$ cat src/stok_pkg.sv
// Shared types and constants for the source tokenizer.
package stok_pkg;

  localparam int unsigned MaxSourceBytes   = 1048576;
  localparam int unsigned KeywordMaxLength = 8;

  localparam logic [62:0] ValMax = {63{1'b1}};

  // Token kinds
  localparam logic [5:0] KindEnd    = 6'd0;
  localparam logic [5:0] KindIdent  = 6'd1;
  localparam logic [5:0] KindNumber = 6'd2;
  localparam logic [5:0] KindString = 6'd3;
  localparam logic [5:0] KindKwBase = 6'd4;
  localparam logic [5:0] KindPunct  = 6'd16;
  localparam logic [5:0] KindNe     = 6'd30;
  localparam logic [5:0] KindNot    = 6'd31;
  localparam logic [5:0] KindEqEq   = 6'd32;
  localparam logic [5:0] KindAssign = 6'd33;
  localparam logic [5:0] KindLe     = 6'd34;
  localparam logic [5:0] KindLt     = 6'd35;
  localparam logic [5:0] KindGe     = 6'd36;
  localparam logic [5:0] KindGt     = 6'd37;
  localparam logic [5:0] KindSlash  = 6'd28;

  typedef enum logic [2:0] {
    ModeIdle, ModeIdent, ModeNumber, ModeString, ModeEscape, ModeOper, ModeComment
  } scan_mode_e;

  typedef struct packed {
    logic [5:0]  kind;
    logic [19:0] offset;
    logic [19:0] length;
    logic [15:0] line;
    logic [15:0] column;
    logic [62:0] value;
    logic        last;
  } token_t;

  // Keyword text, first byte in the low lane, padded with zero bytes
  typedef logic [7:0][7:0] kw_text_t;
  localparam int unsigned NumKeywords = 12;

  function automatic kw_text_t kw_text(input logic [3:0] idx);
    kw_text_t t;
    t = '0;
    unique case (idx)
      4'd0: t[2:0] = {"w", "e", "n"};
      4'd1: t[5:0] = {"e", "n", "i", "f", "e", "d"};
      4'd2: t[4:0] = {"o", "r", "c", "a", "m"};
      4'd3: t[1:0] = {"n", "f"};
      4'd4: t[5:0] = {"n", "r", "u", "t", "e", "r"};
      4'd5: t[5:0] = {"e", "t", "e", "l", "e", "d"};
      4'd6: t[3:0] = {"e", "e", "r", "f"};
      4'd7: t[5:0] = {"c", "o", "l", "l", "a", "m"};
      4'd8: t[6:0] = {"c", "o", "l", "l", "a", "e", "r"};
      4'd9: t[1:0] = {"f", "i"};
      4'd10: t[3:0] = {"e", "s", "l", "e"};
      4'd11: t[4:0] = {"e", "l", "i", "h", "w"};
      default: t = '0;
    endcase
    return t;
  endfunction

  function automatic logic [3:0] kw_len(input logic [3:0] idx);
    logic [3:0] l;
    unique case (idx)
      4'd0: l = 4'd3;  4'd1: l = 4'd6;  4'd2: l = 4'd5;  4'd3: l = 4'd2;
      4'd4: l = 4'd6;  4'd5: l = 4'd6;  4'd6: l = 4'd4;  4'd7: l = 4'd6;
      4'd8: l = 4'd7;  4'd9: l = 4'd2;  4'd10: l = 4'd4; 4'd11: l = 4'd5;
      default: l = 4'd0;
    endcase
    return l;
  endfunction

  function automatic logic is_alpha(input logic [7:0] c);
    return (c >= "a" && c <= "z") || (c >= "A" && c <= "Z") || c == "_";
  endfunction

  function automatic logic is_digit(input logic [7:0] c);
    return c >= "0" && c <= "9";
  endfunction

  // Operator kind for a pending operator byte, one or two characters
  function automatic logic [5:0] oper_kind(input logic [7:0] op, input logic two);
    logic [5:0] k;
    unique case (op)
      "!": k = two ? KindNe : KindNot;
      "=": k = two ? KindEqEq : KindAssign;
      "<": k = two ? KindLe : KindLt;
      ">": k = two ? KindGe : KindGt;
      default: k = KindSlash;
    endcase
    return k;
  endfunction

  // Single-character punctuator lookup; returns hit flag and kind
  function automatic logic [6:0] punct_kind(input logic [7:0] c);
    logic [6:0] r;
    unique case (c)
      "#": r = {1'b1, 6'd16};  "(": r = {1'b1, 6'd17};  ")": r = {1'b1, 6'd18};
      "{": r = {1'b1, 6'd19};  "}": r = {1'b1, 6'd20};  "[": r = {1'b1, 6'd21};
      "]": r = {1'b1, 6'd22};  ",": r = {1'b1, 6'd23};  ";": r = {1'b1, 6'd24};
      "+": r = {1'b1, 6'd25};  "-": r = {1'b1, 6'd26};  "*": r = {1'b1, 6'd27};
      "/": r = {1'b1, 6'd28};  "%": r = {1'b1, 6'd29};
      default: r = {1'b0, KindEnd};
    endcase
    return r;
  endfunction

endpackage

$ cat src/stok_if.sv
// Valid/ready stream interfaces for source bytes and tokens.
interface stok_in_if;
  logic       valid;
  logic       ready;
  logic [7:0] source_byte;
  logic       end_of_source;
  modport source (output valid, source_byte, end_of_source, input ready);
  modport sink (input valid, source_byte, end_of_source, output ready);
endinterface

interface stok_out_if;
  logic        valid;
  logic        ready;
  logic [5:0]  token_kind;
  logic [19:0] token_offset;
  logic [19:0] token_length;
  logic [15:0] token_line;
  logic [15:0] token_column;
  logic [62:0] number_value;
  logic        last_of_run;
  modport source (output valid, token_kind, token_offset, token_length, token_line,
                  token_column, number_value, last_of_run, input ready);
  modport sink (input valid, token_kind, token_offset, token_length, token_line,
                token_column, number_value, last_of_run, output ready);
endinterface

$ cat src/stok_kw_match.sv
// Keyword matcher: maps a buffered identifier prefix and length to a token kind.
module stok_kw_match
  import stok_pkg::*;
#(
  parameter int unsigned KwMax = KeywordMaxLength
) (
  input  logic [KwMax-1:0][7:0] prefix_i,
  input  logic [19:0]           length_i,
  output logic [5:0]            kind_o
);

  localparam int unsigned PfxN = (KwMax < 8) ? KwMax : 8;

  kw_text_t pfx8;

  // Only the first eight bytes can matter: no keyword is longer
  always_comb begin
    pfx8 = '0;
    for (int b = 0; b < int'(PfxN); b++) pfx8[b] = prefix_i[b];
  end

  always_comb begin
    kind_o = KindIdent;
    for (int k = NumKeywords - 1; k >= 0; k--) begin
      logic     match;
      kw_text_t kt;
      kt    = kw_text(4'(k));
      match = (length_i == 20'(kw_len(4'(k))));
      for (int b = 0; b < 8; b++) begin
        if (4'(b) < kw_len(4'(k)) && pfx8[b] != kt[b]) match = 1'b0;
      end
      if (match) kind_o = KindKwBase + 6'(k);
    end
  end

endmodule

$ cat src/source_tokenizer_unit.sv
// Source tokenizer top level: streaming lexer with a two-entry result buffer.
//
// One source byte is taken per clock. Each byte updates the scanner state and
// may produce up to two tokens (a flushed pending token and a new one),
// which go into a two-word output buffer; the input stalls only while that
// buffer cannot take a further pair, so a byte every cycle is sustained while
// each byte yields at most one token and the sink keeps up, and a byte that
// yields two tokens stalls the input until the first of them has left. The
// buffer is registered, so an accepted byte's first token is offered in the
// cycle after the byte is taken. The second token of a pair leaves after the first.
module source_tokenizer_unit
  import stok_pkg::*;
#(
  parameter int unsigned MAX_SOURCE_BYTES   = MaxSourceBytes,
  parameter int unsigned KEYWORD_MAX_LENGTH = KeywordMaxLength
) (
  input  logic     clk_i,
  input  logic     rst_ni,
  stok_in_if.sink  in_i,
  stok_out_if.source out_o
);

  localparam logic [19:0] PosMax =
    (MAX_SOURCE_BYTES - 1 < 32'hFFFFF) ? 20'(MAX_SOURCE_BYTES - 1) : 20'hFFFFF;
  localparam int unsigned IdxW = $clog2(KEYWORD_MAX_LENGTH);

  // Scanner state
  scan_mode_e  mode_q, mode_d;
  logic [19:0] pos_q, pos_d;
  logic [15:0] line_q, line_d, col_q, col_d;
  logic [19:0] beg_off_q, beg_off_d;
  logic [15:0] beg_line_q, beg_line_d, beg_col_q, beg_col_d;
  logic [62:0] acc_q, acc_d;
  logic [7:0]  op_q, op_d;
  logic [KEYWORD_MAX_LENGTH-1:0][7:0] pfx_q;
  logic        pfx_we;
  logic [IdxW-1:0] pfx_idx;
  logic [7:0]  pfx_wdata;

  // Output buffer (two words)
  token_t      buf_q [2];
  logic [1:0]  cnt_q;
  logic [1:0]  keep;
  token_t      t0, t1;
  logic [1:0]  n_new;

  logic        in_fire, out_fire, eos;
  logic [7:0]  c;
  logic [19:0] cur_len;
  logic [5:0]  ident_k;

  assign c        = in_i.source_byte;
  assign eos      = in_i.end_of_source || (c == 8'd0);
  assign in_fire  = in_i.valid && in_i.ready;
  assign out_fire = out_o.valid && out_o.ready;
  assign in_i.ready = (cnt_q == 2'd0) || (cnt_q == 2'd1 && out_o.ready);
  assign cur_len  = pos_q - beg_off_q;

  stok_kw_match #(.KwMax(KEYWORD_MAX_LENGTH)) u_kw (
    .prefix_i (pfx_q),
    .length_i (cur_len),
    .kind_o   (ident_k)
  );

  // Next-state and token generation for one byte
  always_comb begin
    token_t flush_t, start_t, here_t;
    logic   have_flush, have_start, do_start;
    logic [6:0] pk;
    logic [66:0] mul;
    logic [3:0]  d;

    mode_d = mode_q;   pos_d = pos_q;   line_d = line_q;   col_d = col_q;
    beg_off_d = beg_off_q; beg_line_d = beg_line_q; beg_col_d = beg_col_q;
    acc_d = acc_q; op_d = op_q;
    pfx_we = 1'b0; pfx_idx = '0; pfx_wdata = c;
    have_flush = 1'b0; have_start = 1'b0; do_start = 1'b0;
    d = c[3:0];
    pk = punct_kind(c);
    // times ten as two shifted copies
    mul = ({4'd0, acc_q} << 3) + ({4'd0, acc_q} << 1) + 67'(d);

    here_t = '{kind: KindEnd, offset: pos_q, length: 20'd0, line: line_q,
               column: col_q, value: 63'd0, last: 1'b0};
    flush_t = '{kind: KindEnd, offset: beg_off_q, length: cur_len, line: beg_line_q,
                column: beg_col_q, value: 63'd0, last: 1'b0};
    unique case (mode_q)
      ModeIdent:  begin have_flush = 1'b1; flush_t.kind = ident_k; end
      ModeNumber: begin have_flush = 1'b1; flush_t.kind = KindNumber;
                        flush_t.value = acc_q; end
      ModeString, ModeEscape: begin have_flush = 1'b1; flush_t.kind = KindString; end
      ModeOper:   begin have_flush = 1'b1; flush_t.kind = oper_kind(op_q, 1'b0);
                        flush_t.length = 20'd1; end
      default:    have_flush = 1'b0;
    endcase
    start_t = here_t;

    if (eos) begin
      mode_d = ModeIdle; pos_d = '0; line_d = 16'd1; col_d = 16'd1;
      beg_off_d = '0; beg_line_d = 16'd1; beg_col_d = 16'd1; acc_d = '0; op_d = '0;
      have_start = 1'b1;
    end else begin
      unique case (mode_q)
        ModeIdent: begin
          if (is_alpha(c) || is_digit(c)) begin
            have_flush = 1'b0;
            pfx_we  = (cur_len < 20'(KEYWORD_MAX_LENGTH));
            pfx_idx = cur_len[IdxW-1:0];
          end else do_start = 1'b1;
        end
        ModeNumber: begin
          if (is_digit(c)) begin
            have_flush = 1'b0;
            acc_d = (mul > 67'(ValMax)) ? ValMax : mul[62:0];
          end else do_start = 1'b1;
        end
        ModeString: begin
          have_flush = (c == "\"");
          if (c == "\"") mode_d = ModeIdle;
          else if (c == "\\") mode_d = ModeEscape;
        end
        ModeEscape: begin have_flush = 1'b0; mode_d = ModeString; end
        ModeOper: begin
          if (op_q == "/" && c == "/") begin
            have_flush = 1'b0; mode_d = ModeComment;
          end else if (op_q != "/" && c == "=") begin
            flush_t.kind = oper_kind(op_q, 1'b1); flush_t.length = 20'd2;
            mode_d = ModeIdle;
          end else do_start = 1'b1;
        end
        ModeComment: if (c == 8'h0A) mode_d = ModeIdle;
        default: do_start = 1'b1;
      endcase

      // Start of a new token
      if (do_start) begin
        mode_d = ModeIdle;
        priority if (c == " " || c == 8'h0D || c == 8'h09 || c == 8'h0A) begin
          have_start = 1'b0;
        end else if (is_alpha(c)) begin
          beg_off_d = pos_q; beg_line_d = line_q; beg_col_d = col_q;
          pfx_we = 1'b1; pfx_idx = '0; mode_d = ModeIdent;
        end else if (is_digit(c)) begin
          beg_off_d = pos_q; beg_line_d = line_q; beg_col_d = col_q;
          acc_d = 63'(d); mode_d = ModeNumber;
        end else if (c == "\"") begin
          beg_off_d = (pos_q < PosMax) ? pos_q + 20'd1 : PosMax;
          beg_line_d = line_q; beg_col_d = col_q; mode_d = ModeString;
        end else if (c == "/" || c == "!" || c == "=" || c == "<" || c == ">") begin
          beg_off_d = pos_q; beg_line_d = line_q; beg_col_d = col_q;
          op_d = c; mode_d = ModeOper;
        end else if (pk[6]) begin
          have_start = 1'b1; start_t.kind = pk[5:0]; start_t.length = 20'd1;
        end else begin
          have_start = 1'b1;
        end
      end

      // Position, line and column advance
      if (pos_q < PosMax) pos_d = pos_q + 20'd1;
      if (c == 8'h0A) begin
        if (line_q != 16'hFFFF) line_d = line_q + 16'd1;
        col_d = 16'd1;
      end else if (col_q != 16'hFFFF) begin
        col_d = col_q + 16'd1;
      end
    end

    // Pack into first/second result words
    n_new = 2'(have_flush) + 2'(have_start);
    t0 = have_flush ? flush_t : start_t;
    t1 = start_t;
    t0.last = (n_new == 2'd1);
    t1.last = 1'b1;
  end

  // Scanner registers
  always_ff @(posedge clk_i or negedge rst_ni) begin
    if (!rst_ni) begin
      mode_q <= ModeIdle; pos_q <= '0; line_q <= 16'd1; col_q <= 16'd1;
      beg_off_q <= '0; beg_line_q <= 16'd1; beg_col_q <= 16'd1;
      acc_q <= '0; op_q <= '0;
    end else if (in_fire) begin
      mode_q <= mode_d; pos_q <= pos_d; line_q <= line_d; col_q <= col_d;
      beg_off_q <= beg_off_d; beg_line_q <= beg_line_d; beg_col_q <= beg_col_d;
      acc_q <= acc_d; op_q <= op_d;
    end
  end

  // Identifier prefix store, entries read only after being written
  always_ff @(posedge clk_i) begin
    if (in_fire && !eos && pfx_we) pfx_q[pfx_idx] <= pfx_wdata;
  end

  // Output buffer: pop from the head, push new words behind what remains
  assign keep = cnt_q - 2'(out_fire);

  always_ff @(posedge clk_i or negedge rst_ni) begin
    if (!rst_ni) begin
      cnt_q <= 2'd0;
    end else begin
      cnt_q <= keep + (in_fire ? n_new : 2'd0);
    end
  end

  always_ff @(posedge clk_i) begin
    if (in_fire && keep == 2'd0) begin
      buf_q[0] <= t0;
      buf_q[1] <= t1;
    end else begin
      if (out_fire) buf_q[0] <= buf_q[1];
      if (in_fire) buf_q[1] <= t0;
    end
  end

  assign out_o.valid        = (cnt_q != 2'd0);
  assign out_o.token_kind   = buf_q[0].kind;
  assign out_o.token_offset = buf_q[0].offset;
  assign out_o.token_length = buf_q[0].length;
  assign out_o.token_line   = buf_q[0].line;
  assign out_o.token_column = buf_q[0].column;
  assign out_o.number_value = buf_q[0].value;
  assign out_o.last_of_run  = buf_q[0].last;

`ifndef SYNTHESIS
  // Buffer never exceeds its two words
  assert property (@(posedge clk_i) disable iff (!rst_ni) cnt_q != 2'd3)
    else $error("token buffer overflow");
  // Input only taken when room remains for the words it produces
  assert property (@(posedge clk_i) disable iff (!rst_ni)
    in_fire |-> keep == 2'd0 || (keep == 2'd1 && n_new != 2'd2))
    else $error("input accepted without buffer space");
  // After an end of source the scanner is back at its start
  assert property (@(posedge clk_i) disable iff (!rst_ni)
    in_fire && eos |=> mode_q == ModeIdle && pos_q == 20'd0 && line_q == 16'd1)
    else $error("scanner not reset after end of source");
`endif

endmodule
$ cat src/flat_wrapper.sv
// flat-port wrapper written by rule: the top's interface ports become plain ports
module source_tokenizer_unit_flat import stok_pkg::*;
#(
  parameter int unsigned MAX_SOURCE_BYTES   = MaxSourceBytes,
  parameter int unsigned KEYWORD_MAX_LENGTH = KeywordMaxLength
)
  (clk_i, rst_ni, in_i_valid, in_i_source_byte, in_i_end_of_source, in_i_ready, out_o_valid, out_o_token_kind, out_o_token_offset, out_o_token_length, out_o_token_line, out_o_token_column, out_o_number_value, out_o_last_of_run, out_o_ready);
  stok_in_if in_i_i ();
  stok_out_if out_o_i ();
  input  logic clk_i;
  input  logic rst_ni;
  input wire logic [$bits(in_i_i.valid)-1:0] in_i_valid;
  input wire logic [$bits(in_i_i.source_byte)-1:0] in_i_source_byte;
  input wire logic [$bits(in_i_i.end_of_source)-1:0] in_i_end_of_source;
  output wire logic [$bits(in_i_i.ready)-1:0] in_i_ready;
  output wire logic [$bits(out_o_i.valid)-1:0] out_o_valid;
  output wire logic [$bits(out_o_i.token_kind)-1:0] out_o_token_kind;
  output wire logic [$bits(out_o_i.token_offset)-1:0] out_o_token_offset;
  output wire logic [$bits(out_o_i.token_length)-1:0] out_o_token_length;
  output wire logic [$bits(out_o_i.token_line)-1:0] out_o_token_line;
  output wire logic [$bits(out_o_i.token_column)-1:0] out_o_token_column;
  output wire logic [$bits(out_o_i.number_value)-1:0] out_o_number_value;
  output wire logic [$bits(out_o_i.last_of_run)-1:0] out_o_last_of_run;
  input wire logic [$bits(out_o_i.ready)-1:0] out_o_ready;
  assign in_i_i.valid = in_i_valid;
  assign in_i_i.source_byte = in_i_source_byte;
  assign in_i_i.end_of_source = in_i_end_of_source;
  assign in_i_ready = in_i_i.ready;
  assign out_o_valid = out_o_i.valid;
  assign out_o_token_kind = out_o_i.token_kind;
  assign out_o_token_offset = out_o_i.token_offset;
  assign out_o_token_length = out_o_i.token_length;
  assign out_o_token_line = out_o_i.token_line;
  assign out_o_token_column = out_o_i.token_column;
  assign out_o_number_value = out_o_i.number_value;
  assign out_o_last_of_run = out_o_i.last_of_run;
  assign out_o_i.ready = out_o_ready;
  source_tokenizer_unit #(.MAX_SOURCE_BYTES(MAX_SOURCE_BYTES), .KEYWORD_MAX_LENGTH(KEYWORD_MAX_LENGTH)) u_core (.clk_i(clk_i), .rst_ni(rst_ni), .in_i(in_i_i), .out_o(out_o_i));
endmodule
$ cat config.mk
export PLATFORM = sky130hd
export DESIGN_NAME = source_tokenizer_unit_flat
export DESIGN_NICKNAME = d
export VERILOG_FILES = /design/src/stok_pkg.sv /design/src/stok_if.sv /design/src/stok_kw_match.sv /design/src/source_tokenizer_unit.sv /design/src/flat_wrapper.sv
export SDC_FILE = /design/constraint.sdc
export NUM_CORES = 1
export LEC_CHECK = 0
export BUFFER_PORTS_ARGS = -buffer_cell sky130_fd_sc_hd__clkbuf_2
export CAP_MARGIN = 0
export CORE_ASPECT_RATIO = 0.75
export CORE_MARGIN = 2
export CORE_UTILIZATION = 60
export DETAILED_ROUTE_END_ITERATION = 7
export PLACE_DENSITY_LB_ADDON = 0.3
export SETUP_SLACK_MARGIN = 0.5
export SYNTH_ARGS = -nofsm -noshare
export SYNTH_HDL_FRONTEND = slang
export SYNTH_SLANG_ARGS = --single-unit
export TNS_END_PERCENT = 30
$ cat constraint.sdc
create_clock -name clk_i -period 13.6 [get_ports clk_i]
set_input_delay 2.04 -clock clk_i [delete_from_list [all_inputs] [get_ports clk_i]]
set_output_delay 2.04 -clock clk_i [all_outputs]
set_load 0.01 [all_outputs]
# Word level (Yosys, flattened, before mapping)
# Memory sizes are Yosys's and may differ from the RTL's.
# Cells that the tools add are included.
# word_totals
reg_bits	244
ramBits	284
input_bits	13
output_inout_bits	144
word_cells	381
n_memories	1
# op_classes
addsub	9
magnitude_cmp	11
eq_ne	94
n_mux	200
bitwise_logic	2
n_reduce_logical	46
# mem_list
memory	depth	word_bits	read_ports	rd_clocked_by_memory_dff	wr	line	text
u_core.buf_q	2	142	2	0	2	source_tokenizer_unit.sv:41	token_t buf_q [2];
# op_table
cell	count
$mux 63	9
$mux 20	22
$mux 142	3
$mux 16	20
$ne 8x7->1 const B	40
$eq 8x6->1 const B	21
$mux 6	18
$pmux 7 s14	1
$mux 1	86
$eq 20x3->1 const B	4
$pmux 6 s4	3
$add 66x64->67	1
$add 67x4->67	1
$gt 67x63->1 const B	1
$bwmux 64	1
$mux 8	8
$mux 3	18
$eq 8x7->1 const B	6
$eq 20x2->1 const B	2
$add 16x1->16 const B	2
$ne 16x16->1 const B	2
$demux 8 s3	1
$eq 8x4->1 const B	3
$mux 4	6
43 further kinds	83

# Depth between registers and ports, before layout
# depth
ltp_word	26
depth_mapped	18
ltp_nobuf	16

# By module
# From an unflattened synthesis, not the netlist that was laid out.
# unflattened
hier_cells	2967
area_unflattened_um2	30392.9
# by_module_without_submodules
mod	instances	cells_each	area_per_inst_um2	seq_area_each_um2
source_tokenizer_unit	1	2845	29495.8	14959.3
stok_kw_match	1	122	897.1	0.0

# Worst setup path after synthesis
# No wires, ideal clock.
# synth_path
path_type	input to register
startpoint	input out_o_ready
endpoint	register u_core.acc_q[43]
arrival_time_ns	7.483
required_ns	13.476
path_slack_ns	5.993
stages	7
cell_sequence	inv_1 -> a21oi_1 -> nand2_1 -> clkinv_1 -> clkbuf_1 -> o21ai_0 -> o21a_1
# synth_via
elab_chain_len	3
# synth_lines
item	line	text
start: declaration	flat_wrapper.sv:24	input wire logic [$bits(out_o_i.ready)-1:0] out_o_ready;
$logic_and 1x1->1	source_tokenizer_unit.sv:56	assign in_i.ready = (cnt_q == 2'd0) || (cnt_q == 2'd1 && out_o.ready);
$logic_or 1x1->1	source_tokenizer_unit.sv:56	
net in_i_ready	flat_wrapper.sv:15	output wire logic [$bits(in_i_i.ready)-1:0] in_i_ready;
$logic_and 1x1->1	source_tokenizer_unit.sv:54	assign in_fire = in_i.valid && in_i.ready;
net u_core.in_fire	source_tokenizer_unit.sv:47	logic in_fire, out_fire, eos;
end signal: assignment	source_tokenizer_unit.sv:182	acc_q <= '0; op_q <= '0;
end signal: assignment	source_tokenizer_unit.sv:186	acc_q <= acc_d; op_q <= op_d;
end: declaration	source_tokenizer_unit.sv:33	logic [62:0] acc_q, acc_d;
# The timed path passes the listed nets, and every way through them passes these cells.
# A chain may end at the register's enable or synchronous reset.

# Final worst setup path
# layout_path
startpoint	input in_i_source_byte[3]
endpoint	register u_core.acc_q[3]
# layout_via
elab_chain_len	10
word_cells_on_any_way	42
cone_classes	add/sub (1); order compare (7); eq/ne (7); mux (14); reduce/logical (13)
# layout_lines
item	line	text
start: declaration	flat_wrapper.sv:13	input wire logic [$bits(in_i_i.source_byte)-1:0] in_i_source_byte;
$add 67x4->67, or another cell as far along	source_tokenizer_unit.sv:81	mul = ({4'd0, acc_q} << 3) + ({4'd0, acc_q} << 1) + 67'(d);
$gt 67x63->1 or $logic_and 1x1->1 (tied branches)	source_tokenizer_unit.sv:114, stok_pkg.sv:77	
$mux 63 or $logic_or 1x1->1 (tied branches)	source_tokenizer_unit.sv:114, stok_pkg.sv:77	
$mux 63 or $logic_or 1x1->1 (tied branches)	source_tokenizer_unit.sv:112, stok_pkg.sv:77	
$mux 63 or $logic_or 1x1->1 (tied branches)	source_tokenizer_unit.sv:103, source_tokenizer_unit.sv:105	
$mux 63 or $mux 1 (tied branches)	source_tokenizer_unit.sv:143, source_tokenizer_unit.sv:105	
$mux 63 or $pmux 1 s4 (tied branches)	source_tokenizer_unit.sv:140, source_tokenizer_unit.sv:103	
$mux 63 or $mux 1 (tied branches)	source_tokenizer_unit.sv:138, source_tokenizer_unit.sv:98	
$mux 63	source_tokenizer_unit.sv:136	if (do_start) begin
$mux 63 (*)	source_tokenizer_unit.sv:98	if (eos) begin
# Every way passes the cells marked *; elsewhere a longest branch is shown, timed or not. The select of a mux whose other input is x is not followed.

==> metrics.md <==
| Metric | Value |
|---|---|
| Outcome | `complete, no violations` |
| Root Buffer | `clkbuf_16` |
| Vias | `23400` |
| Die Span Y | `199 microns` |
| Slew margin rel. | `0.176` |
| Syn. warnings | `0` |
| Final ANT Viol Nets | `0` |
| Seq/Total Area, Yosys | `0.483` |
| Reg2reg end | `u_core.pfx_q[25]` |
| Count of buffers from port buffering | `156` |
| Hold path start | `u_core.beg_off_q[18]` |
| CTS resizes | `0` |
| Wire per inst | `21.5 microns` |
| Final GP Congestion | `0.936` |
| Core area | `0.0501 sq mm` |
| Hold Crit Class | `flip-flop to flip-flop` |
| FF-to-FF Start | `u_core.beg_off_q[1]` |
| Largest net degree at the start of global routing | `198` |
| Layout cells sized above 1 | `0.112` |
| CTS tree | `built` |
| Final setup fails | `0` |
| WL final | `78.2 mm` |
| Die area | `0.0526 sq mm` |
| Nets | `3100` |
| Post-Syn Nets | `3176` |
| Cell area after synthesis | `0.0305 sq mm` |
| First-pass GRT wire length | `124 mm` |
| HPWL after DPL | `52.4 mm` |
| Worst setup path class | `input port to flip-flop` |
| Syn Area/Cell | `10.1 sq um` |
| Max Cap Viol | `0` |
| Setup TNS | `0 ns` |
| Internal | `3.45 mW` |
| Netlist cell types | `87` |
| Clock network fraction of design power | `0.296` |
| DR vias/cell | `6.44` |
| 1st-iter DRT viols | `2571` |
| CTS hold repair buffers | `0` |
| Worst min-delay path endpoint | `u_core.beg_off_q[18]` |
| Worst-Skew Late Latency | `0.60 ns` |
| CTS H-tree lvls | `2` |
| Starting Density | `0.608` |
| CP required | `14.09 ns` |
| Critical Path AT | `7.32 ns` |
| Ys async rst share | `0.346` |
| Synth Register Bits | `520` |
| Top_reg_cell synth | `edfxtp_1` |
| Worst setup SP type | `input port` |
| Tot GR Track Use | `0.294` |
| Pins Over Slew Limit | `0` |
| Most frequent cells in the layout | `edfxtp_1 (340), nand2_1 (289), a21oi_1 (257)` |
| Vias in the first global route | `22100` |
| Antenna cells | `0` |
| Comb pwr share | `0.272` |
| Measured slew at the worst slew-check pin | `1.23 ns` |
| Worst R2R Setup Slack | `7.95 ns` |
| CP Capture Type | `flip-flop` |
| Ports | `157` |
| Max Fclk | `146 MHz` |
| Layout overhead on the synthesized area | `6.34%` |
| Reg clk slew, reported paths | `0.07 ns` |
| Sequential power share | `0.432` |
| Final Cycle Share | `0.503` |
| Setup Fix Bufs, Post-CTS | `0` |
| Commonest non-fill, non-tap cell in the layout | `edfxtp_1` |
| Clk_skew | `0.0123 ns` |
| GR Overflow Total | `0` |
| Max FO, Critical Path | `87` |
| Clock Tree Buf Depth | `3` |
| Fillers | `3988` |
| Total CTS buffers | `51` |
| DRC Markers | `0` |
| Power per cell area | `160 mW/mm^2` |
| RSZ-0062 raised after global routing | `no` |
| Clock sinks | `520` |
| Hold Vio Cnt, Final | `0` |
| Switching part of the total | `0.334` |
| Worst Hold Depth | `2` |
| Mapped Cells | `3009` |
| Maximum vdd drop | `0.144 mV` |
| Die width | `264 microns` |
| Number of flops mapped to enable cells by yosys | `340` |
| Total chip power | `5.18 mW` |
| P_leak | `13.8 nW` |
| Clock period minus worst slack | `6.84 ns` |
| Worst Reg-to-Reg Cells | `14` |
| First-pass iteration count of the detailed router | `8` |
| Row cnt | `71` |
| Initial antenna violation count | `0` |
| Switch Pwr | `1.73 mW` |
[critical path, stage by stage]
cell and delay [ns]:
clkbuf_2 0.39, fa_1 0.51, ha_1 0.30, a21oi_1 0.09, nand4b_1 0.23, a2111oi_2 0.47, o21ai_2 0.16, a311oi_2 0.36
a31oi_1 0.24, or4b_4 0.59, a2111oi_4 0.34, o21ai_2 0.15, a211oi_4 0.23, buf_4 0.74, a21oi_1 0.17, a221o_1 0.28
[worst max-delay path by stage]
stage | startpoint | endpoint | slack [ns]
final | in_i_source_byte[3] | u_core.acc_q[3] | 6.76
after global placement | in_i_source_byte[3] | u_core.acc_q[3] | 6.41
after detailed placement | in_i_source_byte[3] | u_core.acc_q[3] | 6.29
after global routing | in_i_source_byte[3] | u_core.acc_q[3] | 6.49
after CTS | in_i_source_byte[3] | u_core.acc_q[3] | 6.90
after floorplan | out_o_ready | u_core.acc_q[43] | 5.99
[synth_stat cells, types with 53 or more instances]
library cell	number	area share
nand3_1	73	0.012
nand2_1	291	0.036
inv_1	61	0.0075
ha_1	151	0.062
a21oi_1	258	0.042
and2_1	88	0.018
a22o_1	121	0.035
clkbuf_1	136	0.017
o21ai_0	207	0.034
nor3_1	53	0.0087
dfrtp_1	176	0.14
nor2_1	193	0.024
buf_4	143	0.035
edfxtp_1	340	0.34
[power groups by stage]
| stage | Sequential (mW) | Clock, mW | Combinational [mW] |
|---|---|---|---|
| 6_report | 2.24 | 1.54 | 1.41 |
| 5_1_grt | 2.26 | 1.61 | 1.53 |
| 4_1_cts | 2.24 | 1.55 | 1.41 |
| 3_5_place_dp | 2.27 | 0 | 1.40 |
| 3_3_place_gp | 2.25 | 0 | 1.37 |
| 2_1_floorplan | 2.23 | 0 | 1.12 |
[area by class of cell]
class / instances / area (sq um) / area share
Sequential cell: 520 / 14700 / 0.454
Clock buffer: 73 / 1520 / 0.0468
Multi-Input combinational cell: 2114 / 13800 / 0.426
Clock inverter: 22 / 294 / 0.00908
Inverter: 63 / 241 / 0.00745
Tap cell: 657 / 822 / 0.0254
Timing Repair Buffer: 183 / 1000 / 0.0309
[state kept, by name, summed over array words and instances, names as in the netlist]
register,cells
u_core.col_q,16
u_core.pos_q,20
u_core.cnt_q,2
u_core.beg_line_q,16
u_core.beg_col_q,16
u_core.mode_q,3
u_core.pfx_q,56
u_core.op_q,8
u_core.line_q,16
u_core.buf_q,284
u_core.acc_q,63
u_core.beg_off_q,20
[through the flow]
stage | cell area [sq um] | std cells | setup WS, ns | utilization | hold slack (ns)
detailed placement | 30600 | 3537 | 6.29 | 0.610 | 0.467
finish | 32400 | 3632 | 6.76 | 0.647 | 0.479
global route | 32400 | 3632 | 6.49 | 0.647 | 0.507
global placement | 30600 | 3537 | 6.41 | 0.610 | 0.463
CTS | 32400 | 3632 | 6.90 | 0.647 | 0.481
floorplan | 30500 | 3009 | 5.99 | - | 0.449
[routing by layer]
layer	GRT usage	share of wire
met3	0.0407	0.069
met2	0.450	0.44
met4	0.0787	0.021
met5	0	0
met1	0.442	0.47
[logic make-up (layout without fill, tap and decap cells)]
kind of cell,count (synthesis),after routing,share of synthesized area
flops,520,520,0.483
mux,72,72,0.0251
xor+xnor,99,99,0.0285
simple gates,918,918,0.147
buf+inv,375,341,0.0654
compound gates,870,870,0.186
fa+ha+maj,155,155,0.0643
Note: power is estimated with default switching activity, not from simulation.
